<file path="config.mk">
export PLATFORM = sky130hd
export DESIGN_NAME = dxt_texture_block_decoder
export DESIGN_NICKNAME = d
export VERILOG_FILES = /design/src/hw/rtl/dxt_pkg.sv /design/src/hw/rtl/dxt_front.sv /design/src/hw/rtl/dxt_queue.sv /design/src/hw/rtl/dxt_back.sv /design/src/hw/rtl/dxt_texture_block_decoder.sv
export SDC_FILE = /design/constraint.sdc
export NUM_CORES = 2
export LEC_CHECK = 0
export BUFFER_PORTS_ARGS = -buffer_cell sky130_fd_sc_hd__buf_4
export CAP_MARGIN = 10
export CELL_PAD_IN_SITES_DETAIL_PLACEMENT = 0
export CELL_PAD_IN_SITES_GLOBAL_PLACEMENT = 1
export CORE_UTILIZATION = 30
export CTS_BUF_LIST = sky130_fd_sc_hd__clkbuf_4
export CTS_CLUSTER_SIZE = 16
export DETAILED_ROUTE_END_ITERATION = 6
export GPL_ROUTABILITY_DRIVEN = 0
export GPL_TIMING_DRIVEN = 0
export HOLD_SLACK_MARGIN = 0.08
export PLACE_DENSITY_LB_ADDON = 0.1
export SLEW_MARGIN = 10
export SYNTH_ARGS = -nofsm -noshare
export SYNTH_HDL_FRONTEND = slang
export SYNTH_SLANG_ARGS = --single-unit
</file>
<file path="constraint.sdc">
create_clock -name clk -period 13.45 [get_ports clk]
set_input_delay 0.6725 -clock clk [delete_from_list [all_inputs] [get_ports clk]]
set_output_delay 0.6725 -clock clk [all_outputs]
set_load 0.03 [all_outputs]
</file>
<file path="src/hw/rtl/dxt_pkg.sv">
// Shared types, constants and arithmetic helpers for the DXT block decoder.
// Used by dxt_front, dxt_queue, dxt_back and dxt_texture_block_decoder.
`default_nettype none

package dxt_pkg;

	// Queue depth between the front and back halves
	localparam int QUEUE_DEPTH = 2;

	// Field masks of the RGB565 endpoint fields and the opaque and clear alpha values
	localparam logic [4:0] MASK5 = 5'h1F;
	localparam logic [5:0] MASK6 = 6'h3F;
	localparam logic [7:0] ALPHA_OPAQUE = 8'd255;
	localparam logic [7:0] ALPHA_CLEAR = 8'd0;

	// Index of the final row of a block; the final row raises tlast
	localparam logic [1:0] ROW_LAST = 2'd3;

	// Reciprocal multipliers: floor(x/3) for x < 768, floor(x/7) for x < 1792, floor(x/5) for x < 1280
	localparam logic [9:0] RECIP3 = 10'd683;
	localparam logic [11:0] RECIP7 = 12'd2341;
	localparam logic [11:0] RECIP5 = 12'd3277;

	// One texel channel set, element 0 = R, 1 = G, 2 = B
	typedef logic [2:0][7:0] rgb_t;

	// One decoded block as it waits in the queue
	typedef struct packed {
		logic alpha_mode;
		logic [47:0] aidx;
		logic [31:0] cidx;
		logic [7:0][7:0] ramp;
		logic [3:0][31:0] pal;
	} entry_t;

	// Bit-replicating widen of an RGB565 colour
	function automatic rgb_t widen565(input logic [15:0] c);
		logic [4:0] r;
		logic [5:0] g;
		logic [4:0] b;
		rgb_t res;
		r = c[15:11] & MASK5;
		g = c[10:5] & MASK6;
		b = c[4:0] & MASK5;
		res[0] = {r, r[4:2]};
		res[1] = {g, g[5:4]};
		res[2] = {b, b[4:2]};
		return res;
	endfunction

	function automatic logic [7:0] div3(input logic [9:0] x);
		logic [19:0] p;
		p = 20'(x) * 20'(RECIP3);
		return p[18:11];
	endfunction

	function automatic logic [7:0] div7(input logic [10:0] x);
		logic [22:0] p;
		p = 23'(x) * 23'(RECIP7);
		return p[21:14];
	endfunction

	function automatic logic [7:0] div5(input logic [10:0] x);
		logic [22:0] p;
		p = 23'(x) * 23'(RECIP5);
		return p[21:14];
	endfunction

endpackage

`default_nettype wire

</file>
<file path="src/hw/rtl/dxt_front.sv">
// Front half: accepts a compressed block, forms palette and ramp numerators,
// then divides them into a complete queue entry. Depends on dxt_pkg.
`default_nettype none

module dxt_front (
	input  wire logic               clk,
	input  wire logic               arst_n,
	input  wire logic               alpha_mode,
	input  wire logic               s_tvalid,
	output logic                    s_tready,
	input  wire logic [127:0]       s_tdata,
	output logic                    q_valid,
	input  wire logic               q_ready,
	output dxt_pkg::entry_t         q_entry
);

	logic [63:0] cw;
	logic [63:0] aw;
	dxt_pkg::rgb_t e0_c, e1_c;
	logic [2:0][9:0] n2_c, n3_c;
	logic [2:0][8:0] nh_c;
	logic [5:0][10:0] n7_c;
	logic [3:0][10:0] n5_c;

	logic v_s1;
	logic mode_s1, four_s1, agt_s1;
	dxt_pkg::rgb_t e0_s1, e1_s1;
	logic [2:0][9:0] n2_s1, n3_s1;
	logic [2:0][8:0] nh_s1;
	logic [5:0][10:0] n7_s1;
	logic [3:0][10:0] n5_s1;
	logic [7:0] a0_s1, a1_s1;
	logic [31:0] cidx_s1;
	logic [47:0] aidx_s1;

	assign cw = s_tdata[63:0];
	assign aw = s_tdata[127:64];

	// Endpoint widening and the numerators of every interpolated entry
	always_comb begin
		e0_c = dxt_pkg::widen565(cw[15:0]);
		e1_c = dxt_pkg::widen565(cw[31:16]);
		for (int ch = 0; ch < 3; ch++) begin
			n2_c[ch] = 10'({e0_c[ch], 1'b0}) + 10'(e1_c[ch]) + 10'd1;
			n3_c[ch] = 10'(e0_c[ch]) + 10'({e1_c[ch], 1'b0}) + 10'd1;
			nh_c[ch] = 9'(e0_c[ch]) + 9'(e1_c[ch]) + 9'd1;
		end
		for (int k = 1; k <= 6; k++) begin
			n7_c[k-1] = 11'(7 - k) * 11'(aw[7:0]) + 11'(k) * 11'(aw[15:8]);
		end
		for (int k = 1; k <= 4; k++) begin
			n5_c[k-1] = 11'(5 - k) * 11'(aw[7:0]) + 11'(k) * 11'(aw[15:8]);
		end
	end

	// Stage 1 holds one block until the queue takes it
	assign s_tready = !v_s1 || q_ready;
	assign q_valid = v_s1;

	always_ff @(posedge clk or negedge arst_n) begin
		if (!arst_n) begin
			v_s1 <= 1'b0;
		end else if (s_tready) begin
			v_s1 <= s_tvalid;
		end
	end

	always_ff @(posedge clk) begin
		if (s_tvalid && s_tready) begin
			mode_s1 <= alpha_mode;
			four_s1 <= alpha_mode || (cw[15:0] > cw[31:16]);
			agt_s1 <= aw[7:0] > aw[15:8];
			e0_s1 <= e0_c;
			e1_s1 <= e1_c;
			n2_s1 <= n2_c;
			n3_s1 <= n3_c;
			nh_s1 <= nh_c;
			n7_s1 <= n7_c;
			n5_s1 <= n5_c;
			a0_s1 <= aw[7:0];
			a1_s1 <= aw[15:8];
			cidx_s1 <= cw[63:32];
			aidx_s1 <= aw[63:16];
		end
	end

	// Reciprocal divides (or a halving in three-colour mode) complete the palette and alpha ramp
	always_comb begin
		q_entry.alpha_mode = mode_s1;
		q_entry.cidx = cidx_s1;
		q_entry.aidx = aidx_s1;
		q_entry.pal[0] = {dxt_pkg::ALPHA_OPAQUE, e0_s1};
		q_entry.pal[1] = {dxt_pkg::ALPHA_OPAQUE, e1_s1};
		if (four_s1) begin
			for (int ch = 0; ch < 3; ch++) begin
				q_entry.pal[2][ch*8 +: 8] = dxt_pkg::div3(n2_s1[ch]);
				q_entry.pal[3][ch*8 +: 8] = dxt_pkg::div3(n3_s1[ch]);
			end
			q_entry.pal[2][31:24] = dxt_pkg::ALPHA_OPAQUE;
			q_entry.pal[3][31:24] = dxt_pkg::ALPHA_OPAQUE;
		end else begin
			for (int ch = 0; ch < 3; ch++) begin
				q_entry.pal[2][ch*8 +: 8] = nh_s1[ch][8:1];
			end
			q_entry.pal[2][31:24] = dxt_pkg::ALPHA_OPAQUE;
			q_entry.pal[3] = {dxt_pkg::ALPHA_CLEAR, 24'd0};
		end
		q_entry.ramp[0] = a0_s1;
		q_entry.ramp[1] = a1_s1;
		if (agt_s1) begin
			for (int k = 1; k <= 6; k++) begin
				q_entry.ramp[k+1] = dxt_pkg::div7(n7_s1[k-1]);
			end
		end else begin
			for (int k = 1; k <= 4; k++) begin
				q_entry.ramp[k+1] = dxt_pkg::div5(n5_s1[k-1]);
			end
			q_entry.ramp[6] = dxt_pkg::ALPHA_CLEAR;
			q_entry.ramp[7] = dxt_pkg::ALPHA_OPAQUE;
		end
	end

endmodule

`default_nettype wire

</file>
<file path="src/hw/rtl/dxt_queue.sv">
// Short first-in first-out queue of decoded blocks between front and back.
// Depends on dxt_pkg for the entry type.
`default_nettype none

module dxt_queue #(
	parameter int DEPTH = dxt_pkg::QUEUE_DEPTH
) (
	input  wire logic            clk,
	input  wire logic            arst_n,
	input  wire logic            push_valid,
	output logic                 push_ready,
	input  wire dxt_pkg::entry_t push_entry,
	output logic                 pop_valid,
	input  wire logic            pop,
	output dxt_pkg::entry_t      pop_entry
);

	localparam int PtrW = (DEPTH > 1) ? $clog2(DEPTH) : 1;
	localparam int CntW = $clog2(DEPTH + 1);

	dxt_pkg::entry_t mem_q [DEPTH];
	logic [PtrW-1:0] wr_ptr_q, rd_ptr_q;
	logic [CntW-1:0] count_q;
	logic do_push, do_pop;

	assign push_ready = count_q != CntW'(DEPTH);
	assign pop_valid = count_q != '0;
	assign pop_entry = mem_q[rd_ptr_q];
	assign do_push = push_valid && push_ready;
	assign do_pop = pop && pop_valid;

	// Pointer and occupancy bookkeeping
	always_ff @(posedge clk or negedge arst_n) begin
		if (!arst_n) begin
			wr_ptr_q <= '0;
			rd_ptr_q <= '0;
			count_q <= '0;
		end else begin
			if (do_push) begin
				wr_ptr_q <= (wr_ptr_q == PtrW'(DEPTH - 1)) ? '0 : wr_ptr_q + 1'b1;
			end
			if (do_pop) begin
				rd_ptr_q <= (rd_ptr_q == PtrW'(DEPTH - 1)) ? '0 : rd_ptr_q + 1'b1;
			end
			if (do_push && !do_pop) begin
				count_q <= count_q + 1'b1;
			end else if (do_pop && !do_push) begin
				count_q <= count_q - 1'b1;
			end
		end
	end

	// Entry storage
	always_ff @(posedge clk) begin
		if (do_push) begin
			mem_q[wr_ptr_q] <= push_entry;
		end
	end

endmodule

`default_nettype wire

</file>
<file path="src/hw/rtl/dxt_back.sv">
// Back half: walks the queue head row by row, selects palette and ramp
// entries per texel and drives the output register. Depends on dxt_pkg.
`default_nettype none

module dxt_back (
	input  wire logic            clk,
	input  wire logic            arst_n,
	input  wire logic            head_valid,
	input  wire dxt_pkg::entry_t head,
	output logic                 pop,
	output logic                 m_tvalid,
	input  wire logic            m_tready,
	output logic [135:0]         m_tdata,
	output logic                 m_tlast
);

	logic [1:0] row_q;
	logic m_tvalid_q;
	logic m_tlast_q;
	logic [1:0] row_out_q;
	logic [3:0][31:0] texels_q;
	logic [3:0][31:0] texels_c;
	logic advance;

	assign advance = head_valid && (!m_tvalid_q || m_tready);
	assign pop = advance && (row_q == dxt_pkg::ROW_LAST);

	// Per-texel palette and alpha selection for the current row
	always_comb begin
		logic [3:0] t;
		logic [1:0] sel;
		logic [2:0] asel;
		logic [31:0] pe;
		for (int col = 0; col < 4; col++) begin
			t = {row_q, 2'(col)};
			sel = head.cidx[{t, 1'b0} +: 2];
			asel = head.aidx[6'(t) * 6'd3 +: 3];
			pe = head.pal[sel];
			texels_c[col] = {head.alpha_mode ? head.ramp[asel] : pe[31:24], pe[23:0]};
		end
	end

	// Row counter and output valid
	always_ff @(posedge clk or negedge arst_n) begin
		if (!arst_n) begin
			row_q <= '0;
			m_tvalid_q <= 1'b0;
		end else begin
			if (advance) begin
				row_q <= row_q + 2'd1;
				m_tvalid_q <= 1'b1;
			end else if (m_tready) begin
				m_tvalid_q <= 1'b0;
			end
		end
	end

	// Output payload
	always_ff @(posedge clk) begin
		if (advance) begin
			texels_q <= texels_c;
			row_out_q <= row_q;
			m_tlast_q <= row_q == dxt_pkg::ROW_LAST;
		end
	end

	assign m_tvalid = m_tvalid_q;
	assign m_tlast = m_tlast_q;
	assign m_tdata = {6'd0, row_out_q, texels_q};

endmodule

`default_nettype wire

</file>
<file path="src/hw/rtl/dxt_texture_block_decoder.sv">
// DXT texture block decoder top level: front half, block queue, back half.
// A block is registered in the front half, written into the queue, then each row is registered at the output;
// the output carries one row a cycle while m_tready is high, four rows per block.
// The front accepts a new block each cycle until the queue is full.
// Reset (arst_n low, asynchronous) clears all valids, pointers, counters and
// has_alpha_block; payload registers are not reset. Depends on dxt_pkg.
`default_nettype none

module dxt_texture_block_decoder #(
	parameter int QueueDepth = dxt_pkg::QUEUE_DEPTH
) (
	input  wire logic         clk,
	input  wire logic         arst_n,
	input  wire logic         cfg_wr_en,
	input  wire logic         cfg_wr_data,   // has_alpha_block
	input  wire logic         s_tvalid,
	output logic              s_tready,
	input  wire logic [127:0] s_tdata,       // colour_word, alpha_word
	output logic              m_tvalid,
	input  wire logic         m_tready,
	output logic [135:0]      m_tdata,       // texel_a, texel_b, texel_c, texel_d, row_index
	output logic              m_tlast        // last_row
);

	logic has_alpha_q;
	logic f_valid, f_ready;
	dxt_pkg::entry_t f_entry;
	logic h_valid, h_pop;
	dxt_pkg::entry_t h_entry;

	// Configuration register
	always_ff @(posedge clk or negedge arst_n) begin
		if (!arst_n) begin
			has_alpha_q <= 1'b0;
		end else if (cfg_wr_en) begin
			has_alpha_q <= cfg_wr_data;
		end
	end

	dxt_front u_front (
		.clk        (clk),
		.arst_n     (arst_n),
		.alpha_mode (has_alpha_q),
		.s_tvalid   (s_tvalid),
		.s_tready   (s_tready),
		.s_tdata    (s_tdata),
		.q_valid    (f_valid),
		.q_ready    (f_ready),
		.q_entry    (f_entry)
	);

	dxt_queue #(
		.DEPTH (QueueDepth)
	) u_queue (
		.clk        (clk),
		.arst_n     (arst_n),
		.push_valid (f_valid),
		.push_ready (f_ready),
		.push_entry (f_entry),
		.pop_valid  (h_valid),
		.pop        (h_pop),
		.pop_entry  (h_entry)
	);

	dxt_back u_back (
		.clk        (clk),
		.arst_n     (arst_n),
		.head_valid (h_valid),
		.head       (h_entry),
		.pop        (h_pop),
		.m_tvalid   (m_tvalid),
		.m_tready   (m_tready),
		.m_tdata    (m_tdata),
		.m_tlast    (m_tlast)
	);

	// The input only stalls while the queue is full
	a_stall_on_full: assert property (@(posedge clk) disable iff (!arst_n)
		!s_tready |-> !f_ready)
		else $error("input stalled with room in the queue");

	// A block leaves the queue exactly as its final row is loaded
	a_pop_last: assert property (@(posedge clk) disable iff (!arst_n)
		h_pop |=> (m_tvalid && m_tlast))
		else $error("block popped without its final row");

	// tlast and the row number agree
	a_last_row: assert property (@(posedge clk) disable iff (!arst_n)
		m_tvalid |-> (m_tlast == (m_tdata[129:128] == dxt_pkg::ROW_LAST)))
		else $error("tlast does not match the row number");

endmodule

`default_nettype wire

</file>
==> summary.txt <==
Skew-Pair Late Insertion Delay - 1.31 ns
Die Span X - 481 µm
Starting Density - 30.2%
vias in the first global route - 48.0k
Global Route Usage Sum - 18.1%
most frequent CP cell - fa_1
total number of vias - 46.3k
total wire length - 208000 µm
die height - 481 µm
Min Clock Period, post-route - 6.31 ns
Buffers on Ports - 266
Crit path largest cell delay - 1.07 ns
Ports - 273
synth warn - 0
Worst slew margin - 15.5%
hold slack - 0.262 ns
max_cap viols - 0
Clock Pin Slew Worst Setup and Hold Paths - 0.06 ns
xor/xnor share of the synthesized area - 3.68%
1st-pass router iterations - 5
Seq/Total Area, Yosys - 39.3%
final std cells w/o fill - 9849
top cell family by delay on the critical path - adder cells
RSZ-0062 raised after global routing - false
full die area - 231000 µm²
Final Max Tran Viols - 0
Synth async-reset ratio - 0.997%
Adder-Cell Fraction of Synth Area - 31.8%
dpl cells - 9133
CTS tree - yes
Max Clk Rate - 0.158 GHz
# DRC - 0
first-pass GRT wire length - 309000 µm
commonest cells in the netlist - ha_1, inv_1, edfxtp_1
TNS Setup - 0 ns
largest net degree at the start of global routing - 56
most frequent cell after synthesis - ha_1
multiplexer area fraction after synthesis - 4.90%
post-synthesis cell type count - 79
detailed-route wire length per cell - 21.1 µm
layout cells sized above 1 - 14.0%
CP required - 14.40 ns
Cells after Synth - 5825
Post-DP HPWL - 163000 µm
final setup fails - 0
WP buf/inv - 2
Post-synth EDFFs - 894
main combinational cell family by area after synthesis - adder cells
Area Growth Syn to Fin - 17.8%
Worst Setup End Kind - flop
Synth area leader - edfxtp_1
Worst Tran Pin Value - 1.25 ns
H-tree levels - 5
ys flop type - edfxtp_1
# fillers - 22.8k
Yosys top cell area share - 39.0%
fraction of the mapped netlist area in simple logic gates - 5.07%
Crit-path slowest cell - edfxtp_1
CTS root buffer - clkbuf_4
run status - finished clean
Compound-Gate Fraction of Synth Area - 9.07%
crit-path max FO - 18
Placeable Area - 228000 µm²
CP Launch Type - flop
TritonCTS buffer count - 287
remaining global-route overflow - 0
CTS Sinks - 903
mapped cell area - 68800 µm²
clock buffer depth - 4
# resized after CTS - 0
Final Cycle Share - 46.9%
Nets - 8311
Avg Synthesized Cell Area - 11.8 µm²
post-synthesis register bit count - 903
initial DRC count - 2825
Fin. Hold Viols - 0
final setup margin - 7.14 ns
data arrival time of the worst path - 7.27 ns
Post-DRT Antenna Nets - 0
largest cells by area after synthesis - edfxtp_1, ha_1, fa_1
CP Class - flop to flop
Worst Hold Class - primary input to flop
dpl ws - 6.75 ns
Layout Skew - 0.128 ns
initial antenna violation count - 21
crit-path cells - inv_1 > fa_1 > inv_1 > fa_1 > fa_1 > ha_1 > and3_1 > a221oi_1 > o31a_1 > o21ba_2 > o21bai_1 > xnor2_1 > o21ai_1
row cnt - 175
Via-to-Cell Ratio - 4.70
## flip-flops by register name, indices dropped and copies added (netlist names), 2 cells and up
| signal | flops |
|---|---|
| u_back.m_tdata | 128 |
| u_back.row_out_q | 2 |
| u_back.row_q | 2 |
| u_front.a0_s1 | 8 |
| u_front.a1_s1 | 8 |
| u_front.aidx_s1 | 48 |
| u_front.cidx_s1 | 32 |
| u_front.n2_s1 | 30 |
| u_front.n3_s1 | 30 |
| u_front.n5_s1 | 38 |
| u_front.n7_s1 | 58 |
| u_front.nh_s1 | 24 |
| u_front.q_entry | 32 |
| u_queue.count_q | 2 |
| u_queue.mem_q | 452 |
## repair_timing
item	CTS	global route
buffers inserted	0	0
hold buffers	236	0
endpoints found under the hold margin	376	0
## kinds of logic (layout without fill, tap and decap cells)
group                    Yosys count  count (layout)
AO/OA/AOI/OAI                    966             966
XOR/XNOR                         289             289
adder cells (fa/ha/maj)         1527            1527
buffers and inverters           1092            2087
flip-flops                       903             903
multiplexers                     267             267
other                              1              21
AND/OR/NAND/NOR                  780             780
## path summary, 6_finish.rpt
check	from	to	slack, ns	cells after the start
setup / recovery	u_front.a0_s1[0]	u_queue.mem_q[1][138]	7.14	13
hold / removal	s_tdata[49]	u_front.cidx_s1[17]	0.26	2
setup reg to reg	u_front.a0_s1[0]	u_queue.mem_q[1][138]	7.14	13
hold reg to reg	u_front.aidx_s1[36]	u_queue.mem_q[0][244]	0.39	0
max in group asynchronous	arst_n	u_queue.count_q[0]	12.67	3
min in group asynchronous	arst_n	u_back.row_q[0]	0.43	3
## per-layer routing
metal / wire length [µm] / vias up / GRT usage (%)
li1: - / 22321 / -
met1: 107000 / 22561 / 27.5
met2: 86400 / 1149 / 26.2
met3: 10600 / 258 / 3.12
met4: 3770 / 6 / 4.33
met5: 36 / - / 0
## final cells by class
cell class	instances	area [µm²]	share of cell area (%)
clock inverters	61	352	0.434
diodes	15	37.5	0.0463
flip-flops and latches	903	27100	33.4
inverters	966	3630	4.47
repair buffers	531	5010	6.18
well taps	3009	3760	4.64
clock buffers	403	3030	3.73
plain buffers	126	588	0.725
multi-input cells	3835	37600	46.4
## cells in the final DEF (no fill, tap or decap), drive strengths merged, types with 15 or more instances in the layout
| cell | count |
|---|---|
| ha | 1154 |
| inv | 968 |
| edfxtp | 894 |
| clkbuf | 475 |
| fa | 373 |
| nor2 | 357 |
| buf | 349 |
| a21oi | 279 |
| o21ai | 259 |
| dlygate4sd3 | 236 |
| xnor2 | 212 |
| nand2 | 171 |
| a211oi | 135 |
| mux2i | 133 |
| mux2 | 94 |
| xor2 | 77 |
| a21o | 67 |
| o21bai | 67 |
| nand3 | 64 |
| clkinv | 54 |
| o211ai | 42 |
| mux4 | 40 |
| nor3 | 38 |
| nor2b | 37 |
| o21a | 32 |
| nand2b | 31 |
| and3 | 20 |
| diode | 15 |
## metrics by stage
step,instance area (µm²),utilization [%]
global route,81100,35.6
finish,81100,35.6
floorplan,68900,-
global placement,74600,32.8
CTS,81000,35.6
detailed placement,75300,33.1
Power is left out: the tool's default activity adds up to more than one toggle a clock period on the data nets, which glitch-free logic cannot reach.
